$ cat src/sv/afc_pkg.sv
// Shared types, widths and helpers for the box versus frustum cull unit.
package afc_pkg;

  localparam int unsigned CoordW    = 32;
  localparam int unsigned CoefW     = CoordW + 1;
  localparam int unsigned ProdW     = CoefW + CoordW;
  localparam int unsigned SumW      = ProdW + 2;
  localparam int unsigned FracBits  = 16;
  localparam int unsigned NumAxes   = 3;
  localparam int unsigned NumCols   = 4;
  localparam int unsigned NumPlanes = 6;
  localparam int unsigned NumCfg    = 8;
  localparam int unsigned CfgIdxW   = 3;
  localparam int unsigned CfgDataW  = 64;
  localparam int unsigned WCol      = 3;
  localparam int unsigned BaseRow   = 3;

  typedef logic signed [CoordW-1:0] coord_t;
  typedef logic signed [CoefW-1:0]  coef_t;
  typedef logic signed [ProdW-1:0]  prod_t;
  typedef logic signed [SumW-1:0]   sum_t;

  typedef coord_t [NumAxes-1:0] coord_vec_t;

  typedef struct packed {
    coef_t [NumAxes-1:0] n;
    coef_t               w;
  } plane_t;

  typedef plane_t [NumPlanes-1:0]               plane_arr_t;
  typedef prod_t  [NumPlanes-1:0][NumAxes-1:0] prod_arr_t;
  typedef logic   [NumCfg-1:0][CfgDataW-1:0]   cfg_arr_t;

  // Sign-extend one Q15.16 matrix entry to coefficient width.
  function automatic coef_t ext_coef(input logic [CoordW-1:0] v);
    return coef_t'({v[CoordW-1], v});
  endfunction

endpackage

$ cat src/sv/afc_reduce.sv
// Per-plane sums of products and offset, sign test and final verdict.
module afc_reduce (
  input  afc_pkg::prod_arr_t  prod_i,
  input  afc_pkg::plane_arr_t planes_i,
  input  logic                inv_i,
  output logic                visible_o
);

  logic [afc_pkg::NumPlanes-1:0] reject;

  always_comb begin
    afc_pkg::sum_t s;
    for (int p = 0; p < afc_pkg::NumPlanes; p++) begin
      s = afc_pkg::sum_t'($signed(planes_i[p].w)) <<< afc_pkg::FracBits;
      for (int i = 0; i < afc_pkg::NumAxes; i++) begin
        s = s + afc_pkg::sum_t'($signed(prod_i[p][i]));
      end
      reject[p] = s[afc_pkg::SumW-1];
    end
  end

  // An inverted box skips the plane test.
  assign visible_o = inv_i | ~(|reject);

endmodule

$ cat config.mk
export PLATFORM = sky130hd
export DESIGN_NAME = afc_reduce
export DESIGN_NICKNAME = d
export VERILOG_FILES = /design/src/sv/afc_pkg.sv /design/src/sv/afc_reduce.sv
export SDC_FILE = /design/constraint.sdc
export NUM_CORES = 2
export LEC_CHECK = 0
export BUFFER_PORTS_ARGS = -buffer_cell sky130_fd_sc_hd__buf_2
export CAP_MARGIN = 15
export CELL_PAD_IN_SITES_DETAIL_PLACEMENT = 1
export CELL_PAD_IN_SITES_GLOBAL_PLACEMENT = 1
export CORE_AREA = 5 5 758 760
export DETAILED_ROUTE_END_ITERATION = 8
export DIE_AREA = 0 0 763 765
export PLACE_DENSITY = 0.3
export SYNTH_ARGS = -nofsm -noshare
export SYNTH_HDL_FRONTEND = slang
export SYNTH_SLANG_ARGS = --single-unit
$ cat constraint.sdc
create_clock -name vclk -period 8.6
set_clock_uncertainty 0.15 [all_clocks]
set_input_delay 0 -clock vclk [all_inputs]
set_output_delay 0 -clock vclk [all_outputs]
set_load 0.02 [all_outputs]
==> results.py <==
metrics = {
    "timing": {
        "setup_tns_ns": 0,
        "setup_repair_after_global_routing_missed_its_margin": "false",
        "final.period_utilization": 0.6553,
        "fmaxAchievable_ghz": 0.1775,
        "min_period_ns": 5.635,
        "setup_viol_count_final": 0,
        "hold_viol_final": 0,
        "final_max_slew_viol_count": 0,
        "max_slew.worst_pin.slew_ns": 1.439,
        "worst_slew_margin_rel": 0.04096,
    },
    "global_routing": {
        "grt_overflow": 0,
        "track_usage": 0.09545,
        "number_of_global_route_vias_before_repair": 31390,
        "grt_pass1_wl_um": 352200,
        "grt_start_max_net_pins": 12,
        "number_of_antenna_violations_at_the_first_check_in_global_routing": 457,
    },
    "critical_path": {
        "cp_max_fo": 3,
        "buf_inv_on_cp": 4,
        "wp_data_required_ns": 8.45,
        "critical_path_class": "input port to output pin",
        "crit_arrival_ns": 5.49,
        "cell_at_the_slowest_stage_of_the_critical_path": "fa_1",
        "cp_cell_sequence": "buf_2 > inv_1 > fa_1 > fa_1 > inv_1 > ha_1 > nand4_1 > nor3_4 > nand3_1 > a21oi_1 > or3_1 > a2111o_1 > o211ai_1 > o31ai_2 > buf_2",
        "delay_heaviest_family_cp": "adder cells",
        "cp_slowest_stage_delay_ns": 1.14,
        "critical_path_startpoint_category": "input port",
        "setup.worst_path.end_class": "output pin",
    },
    "clocking": {
        "postCtsHoldBufs": 0,
        "cts-resized-gates": 0,
        "number_of_setup_buffers_added_after_cts": 0,
    },
    "final_layout": {
        "storage_cell_area_um2": 0,
        "nNetsFinal": 8027,
        "area.growth.synth_to_final_pct": 56.36,
        "stdcell_area_mm2": 0.04662,
        "layout.filler_cells": 68250,
        "multi_input_area_mm2": 0.02329,
        "layout-drive-gt1-share": 0.2849,
        "clkbuf_count": 0,
        "design.seq.count": 0,
    },
    "power_and_ir_drop": {
        "irDropWorstVdd_uv": 50.48,
        "power.density_cell_area_mw_per_mm2": 80.30,
        "totalPowerFinal_mw": 3.744,
        "total_leakage_power_nw": 24.58,
    },
    "logic_synthesis": {
        "synth.distinct_cells": 63,
        "synthesis.area_mm2": 0.02982,
        "post_synth.cell_area_avg_um2": 8.442,
        "synth_seq_area_share": 0,
        "synth_warnings": 0,
        "synthesis.nets": 6647,
        "post_synth_inst_count": 3532,
    },
    "floorplanning": {
        "num_rows": 277,
        "num_io_pins": 1964,
        "floorplan.die.width_um": 763,
        "die_h_um": 765,
        "starting_density_of_the_core": 0.05259,
        "placeableCoreArea_mm2": 0.5670,
        "die_area_mm2": 0.5837,
    },
    "placement": {
        "port-buffer-count": 1370,
        "instance_area_at_placement_mm2": 0.04619,
        "hpwl_um": 286700,
        "gp_congestion": 0.7882,
    },
    "routing": {
        "drc": 0,
        "first_iter_violations": 697,
        "firstDrtPassIters": 5,
        "detail_route.vias_per_cell": 2.250,
        "vias": 28380,
        "final_antenna_net_count": 0,
        "post_drt_wl_per_cell_um": 22.83,
        "postRouteWirelength_um": 288100,
    },
    "run": {
        "cap_viol_max_count": 0,
    },
    "min_path": {
        "hold_path_class": "input port to output pin",
    },
    "status": {
        "outcome": "complete, no violations",
    },
}
layout by cell type (no fill, tap or decap), drive strengths merged, types with 6 or more instances in the layout:
cell,count
nor2,63
o211ai,7
diode,173
nand3,30
buf,1378
o21ai,73
o31ai,6
o21a,13
nand4,73
a21o,26
inv,1748
nor4,11
fa,684
nand2,65
and4,9
ha,468
a21oi,110
a221oi,10
nor3,17
a211oi,29
tightest hold or removal path: stages:
cell     delay, ns
buf_2         0.10
inv_1         0.06
o31ai_2       0.05
buf_2         0.22
per-stage QoR:
stage,worst slack [ns],hold WS (ns),cells,utilization
final,2.965,0.3066,12620,0.08223
after global routing,2.248,0.3742,12460,0.08155
after CTS,2.468,0.3556,12440,0.08146
after detailed placement,2.474,0.3480,12440,0.08146
after global placement,2.472,0.3556,12440,0.08146
after floorplan,5.071,-0.01605,3532,-
final cells by class:
| class | count | share of cell area |
|---|---|---|
| well taps | 7533 | 0.2022 |
| repair buffers | 1378 | 0.1484 |
| diodes | 173 | 0.009285 |
| inverters | 1748 | 0.1407 |
| multi-input cells | 1784 | 0.4995 |
layer usage:
metal | wire length (um) | global-route usage
met1 | 122800 | 0.1184
met2 | 115800 | 0.1415
met3 | 44290 | 0.06666
met4 | 3418 | 0.002696
met5 | 1844 | 0
where the power goes:
part           switching [mW]  internal (mW)
Sequential                  0              0
Combinational            2.20           1.54
Clock                       0     0.00000278
Total                    2.20           1.54
cells by family (layout without fill, tap and decap cells):
| group | Yosys count | count (layout) | synth area share |
|---|---|---|---|
| buffers and inverters | 1748 | 3126 | 0.2200 |
| adder cells (fa/ha/maj) | 1152 | 1152 | 0.6556 |
| AO/OA/AOI/OAI | 326 | 326 | 0.06962 |
| AND/OR/NAND/NOR | 296 | 296 | 0.05098 |
| XOR/XNOR | 7 | 7 | 0.002686 |
| multiplexers | 3 | 3 | 0.001049 |
| other | 0 | 173 | 0 |
cell usage after synthesis, types with 7 or more instances:
cell         n  area (um^2)
inv_1     1748         6561
fa_1       684        13690
ha_1       468         5856
a21oi_1    110        550.5
nand4_1     73        456.7
nand2_1     65        244.0
nor2_1      63        236.5
o21ai_0     55        275.3
nand3_1     30        150.1
a211oi_1    29        217.7
a21o_1      25        187.7
o21ai_1     18        90.09
nor3_1      16        80.08
o21a_1      13        97.59
nor4_1      11        68.82
a221oi_1     9        78.83
and4_1       9        78.83
o211ai_1     7        52.55
path summary, 6_finish.rpt:
check	from	end	slack, ns	depth (start not counted)
worst max-delay path	prod_i[951]	visible_o	2.96	15
worst min-delay path	inv_i	visible_o	0.31	4
Power figures use the tool's default switching activity.
