## config.mk

```make
export PLATFORM = sky130hd
export DESIGN_NAME = afc_coef
export DESIGN_NICKNAME = d
export VERILOG_FILES = /design/src/sv/afc_pkg.sv /design/src/sv/afc_coef.sv
export SDC_FILE = /design/constraint.sdc
export NUM_CORES = 2
export LEC_CHECK = 0
export BUFFER_PORTS_ARGS = -buffer_cell sky130_fd_sc_hd__clkbuf_2
export CAP_MARGIN = 0
export CORE_UTILIZATION = 50
export DETAILED_ROUTE_END_ITERATION = 16
export PLACE_DENSITY_LB_ADDON = 0.3
export SYNTH_ARGS = -nofsm -noshare
export SYNTH_HDL_FRONTEND = slang
export SYNTH_SLANG_ARGS = --single-unit
```

## constraint.sdc

```tcl
create_clock -name clk_i -period 6.22 [get_ports clk_i]
set_clock_uncertainty 0.1 [all_clocks]
set_input_delay 0.622 -clock clk_i [delete_from_list [all_inputs] [get_ports clk_i]]
set_output_delay 0.622 -clock clk_i [all_outputs]
set_load 0.005 [all_outputs]
```

## src/sv/afc_pkg.sv

```systemverilog
// Shared types, widths and helpers for the box versus frustum cull unit.
package afc_pkg;

  localparam int unsigned CoordW    = 32;
  localparam int unsigned CoefW     = CoordW + 1;
  localparam int unsigned ProdW     = CoefW + CoordW;
  localparam int unsigned SumW      = ProdW + 2;
  localparam int unsigned FracBits  = 16;
  localparam int unsigned NumAxes   = 3;
  localparam int unsigned NumCols   = 4;
  localparam int unsigned NumPlanes = 6;
  localparam int unsigned NumCfg    = 8;
  localparam int unsigned CfgIdxW   = 3;
  localparam int unsigned CfgDataW  = 64;
  localparam int unsigned WCol      = 3;
  localparam int unsigned BaseRow   = 3;

  typedef logic signed [CoordW-1:0] coord_t;
  typedef logic signed [CoefW-1:0]  coef_t;
  typedef logic signed [ProdW-1:0]  prod_t;
  typedef logic signed [SumW-1:0]   sum_t;

  typedef coord_t [NumAxes-1:0] coord_vec_t;

  typedef struct packed {
    coef_t [NumAxes-1:0] n;
    coef_t               w;
  } plane_t;

  typedef plane_t [NumPlanes-1:0]               plane_arr_t;
  typedef prod_t  [NumPlanes-1:0][NumAxes-1:0] prod_arr_t;
  typedef logic   [NumCfg-1:0][CfgDataW-1:0]   cfg_arr_t;

  // Sign-extend one Q15.16 matrix entry to coefficient width.
  function automatic coef_t ext_coef(input logic [CoordW-1:0] v);
    return coef_t'({v[CoordW-1], v});
  endfunction

endpackage

```

## src/sv/afc_coef.sv

```systemverilog
// Matrix registers and the six frustum plane coefficients derived from them.
module afc_coef (
  input  logic                         clk_i,
  input  logic                         rst_ni,
  input  logic                         cfg_we_i,
  input  logic [afc_pkg::CfgIdxW-1:0]  cfg_idx_i,
  input  logic [afc_pkg::CfgDataW-1:0] cfg_wdata_i,
  output afc_pkg::plane_arr_t          planes_o
);

  afc_pkg::cfg_arr_t   cfg_q, cfg_d;
  afc_pkg::plane_arr_t planes_q, planes_d;

  always_comb begin
    cfg_d = cfg_q;
    if (cfg_we_i) begin
      cfg_d[cfg_idx_i] = cfg_wdata_i;
    end
  end

  // Plane p is base row plus (p even) or minus (p odd) row p/2.
  always_comb begin
    afc_pkg::coef_t m3;
    afc_pkg::coef_t mk;
    afc_pkg::coef_t c;
    planes_d = planes_q;
    for (int p = 0; p < afc_pkg::NumPlanes; p++) begin
      for (int i = 0; i < afc_pkg::NumCols; i++) begin
        m3 = afc_pkg::ext_coef(cfg_d[2*afc_pkg::BaseRow + i/2][32*(i%2) +: 32]);
        mk = afc_pkg::ext_coef(cfg_d[2*(p/2) + i/2][32*(i%2) +: 32]);
        c  = (p % 2 == 0) ? m3 + mk : m3 - mk;
        if (i == afc_pkg::WCol) begin
          planes_d[p].w = c;
        end else begin
          planes_d[p].n[i] = c;
        end
      end
    end
  end

  always_ff @(posedge clk_i or negedge rst_ni) begin
    if (!rst_ni) begin
      cfg_q    <= '0;
      planes_q <= '0;
    end else if (cfg_we_i) begin
      cfg_q    <= cfg_d;
      planes_q <= planes_d;
    end
  end

  assign planes_o = planes_q;

endmodule

```

==> results.py <==
metrics = {
    "grt": {
        "grt_pass1_vias": 70300,
        "overflow": 0,
        "grt_max_degree": 225,
        "grt_util_met2_pct": 52.9,
        "grt_util_all_layers_pct": 32.6,
        "antenna_found_initial": 16,
        "grtUsageMet3_pct": 3.82,
        "top_usage_layer": "met2",
        "met1_usage_pct": 41.6,
        "grt_pass1_wl_um": 449000,
    },
    "sta": {
        "holdWs_ns": 0.0815,
        "min_period_ns": 5.52,
        "slew_headroom_pct": 23.2,
        "worst_slack_ns": 0.697,
        "fmax_mhz": 181,
        "fin_crit_sh_pct": 88.8,
        "worst_pin_slew_ns": 1.15,
        "setup_violations": 0,
        "rsz0062_at_grt": "no",
        "hold_viol": 0,
        "setup-tns-final_ns": 0,
        "drv_slew": 0,
    },
    "die": {
        "die_area_sq_um": 182000,
        "die-height_um": 427,
        "die_x_um": 427,
        "initial_core_util_pct": 50.5,
        "ios": 862,
        "num_rows": 155,
        "fp.coreArea_sq_um": 179000,
    },
    "clock_network": {
        "cts_max_path_buffers": 3,
        "cts_resized": 0,
        "htree_levels": 4,
        "cts_made_buffers": 151,
        "cts_tree": "done",
        "clkSlewWorstSetupHoldPaths_ns": 0.06,
        "cts.sink_count": 1292,
        "worst_skew_pair.late_latency_ns": 0.80,
        "post-cts-setup-buffer-count": 0,
        "clockRootBuffer": "clkbuf_16",
    },
    "synthesis": {
        "async_flop_share_pct": 100,
        "synthCells": 9389,
        "ys_ff_latch": 1292,
        "synth_top_area_cell": "dfrtp_1",
        "yosysSeqAreaShare_pct": 35.8,
        "synth_nets": 10200,
        "yosys_warnings": 0,
        "syn_area_sq_um": 90300,
        "synth_top_cell_area_share_pct": 35.8,
        "yosysUniqueCellTypes": 88,
        "synth_edf_count": 0,
        "avgSynthCellArea_sq_um": 9.62,
        "yosys-top-cells-area": "dfrtp_1 (36%), mux2_2 (17%), ha_1 (11%)",
        "synth-main-ff-cell": "dfrtp_1",
    },
    "setup_path": {
        "path_class": "input port to flip-flop",
        "end_kind": "flip-flop",
        "cp.required_ns": 6.75,
        "worstSetupStartpointType": "input port",
        "cp.arrival_ns": 6.05,
        "crit_fanout": 12,
    },
    "cells_and_area": {
        "final_area_sq_um": 102000,
        "final_util_pct": 57.2,
        "layout-drive-gt1-share_pct": 27.1,
        "nNetsFinal": 10900,
        "stdcell_count": 12500,
        "syn_to_final_growth_pct": 13.3,
    },
    "place": {
        "dpl.cell_count": 12200,
        "hpwl_um": 239000,
        "io_buffers": 861,
        "place_area_sq_um": 97000,
        "place_ws_ns": -0.121,
        "routabilityCongestion": 1.02,
    },
    "detailed_routing": {
        "drtAntennaViolNets": 0,
        "drc_errors": 0,
        "drt_wl_total_um": 305000,
        "routed_via_density": 5.79,
        "firstDrtPassIters": 6,
        "wl_per_cell_um": 24.5,
        "first_iter_violations": 5287,
        "num_vias": 72200,
    },
    "power_and_ir_drop": {
        "p_leak_nw": 47.2,
        "p_per_area_nw_per_um2": 511,
        "ir_drop_v": 0.000273,
        "p_total_mw": 52.3,
    },
    "min_path": {
        "hold_class": "input port to flip-flop",
    },
    "run_status": {
        "outcome": "finished, final reports clean",
    },
    "flow_run": {
        "cap_violations": 0,
    },
}
-- synth_stat cells, drive strengths merged (32+ instances only) --
cell / number
o31ai: 84
o21ai: 304
a31oi: 59
nor4: 46
or3: 41
ha: 762
xnor2: 576
inv: 723
and3: 38
clkbuf: 538
or2: 33
o211ai: 36
xor2: 87
o21bai: 178
nor2b: 82
o21a: 54
mux2: 1355
a21o: 163
a21oi: 967
dfrtp: 1292
nor3: 120
a211oi: 56
nor2: 871
nand3: 71
nand2: 268
buf: 58
nand4: 32
nand2b: 85
-- layout by cell type, fill, tap and decap left out, types with 87 or more instances in the layout --
master / n
nor2_1: 871
a21oi_1: 967
clkbuf_2: 859
nand2_1: 268
o21bai_1: 178
a21o_1: 163
mux2_2: 1353
ha_1: 762
xnor2_1: 576
o21ai_0: 301
inv_1: 720
dfrtp_1: 1292
buf_4: 163
xor2_1: 87
nor3_1: 119
clkbuf_16: 157
-- where the power goes --
part           switching, mW  total (mW)  internal [mW]
sequential              2.51        14.2           11.7
clock                   3.85        9.58           5.74
combinational           16.7        28.5           11.8
-- area by class of cell --
type,count,area [sq um]
inverter,724,2720
fill,15900,76600
sequential,1292,32300
clock buffer,200,4320
timing repair buffer,1048,6020
clock inverter,74,992
tap,2355,2950
multi-input combinational,6777,53000
antenna,7,17.5
-- cell families (layout without fill, tap and decap cells) --
logic type               count (synthesis)  in the layout  synth area share [%]
AND/OR/NAND/NOR                       1768           1768                  8.96
XOR/XNOR                               663            663                  6.43
other                                    0              7                     0
flip-flops                            1292           1292                  35.8
adder cells (fa/ha/maj)                786            786                  11.1
AO/OA/AOI/OAI                         2198           2198                  15.2
buffers and inverters                 1320           2046                  5.55
multiplexers                          1362           1362                  17.0
-- worst paths after layout --
kind                       slack (ns)            end  depth (start not counted)            start
setup / recovery                 0.70  planes_o[261]                         19     cfg_idx_i[0]
hold / removal                   0.08     cfg_q[304]                          2  cfg_wdata_i[48]
setup reg to reg                 0.97  planes_o[261]                         16       cfg_q[448]
hold reg to reg                  0.39  planes_o[164]                          2    planes_o[164]
max in group asynchronous        3.86  planes_o[701]                          4           rst_ni
min in group asynchronous        0.41  planes_o[512]                          2           rst_ni
-- critical path, cell delays in order --
cell and delay, ns:
clkbuf_2 0.23, nand4_1 0.23, buf_4 0.26, mux2_2 0.43
inv_1 0.18, ha_1 0.23, fa_1 0.25, o21bai_1 0.15
a2111oi_0 0.71, o31ai_1 0.28, a221oi_1 0.74, o311ai_0 0.28
buf_4 0.21, a31oi_1 0.32, o21ai_0 0.25, a21o_1 0.23
o21ai_0 0.16, xnor2_1 0.17, a21oi_1 0.09
-- per-layer routing --
| metal | vias to the layer above | wire [um] |
|---|---|---|
| met1 | 35700 | 129000 |
| met2 | 2055 | 143000 |
| met5 | - | 60 |
| met3 | 555 | 12700 |
| met4 | 10 | 21200 |
| li1 | 33900 | - |
-- what timing repair did --
item | CTS | global route
endpoints found under the hold margin | 113 | 0
hold buffers | 2 | 0
endpoints found under the setup margin | 0 | 0
-- flip-flops by register name (all words and copies together) (netlist names) --
| name | cells |
|---|---|
| cfg_q | 512 |
| planes_o | 780 |
(Power assumes the default switching activity.)
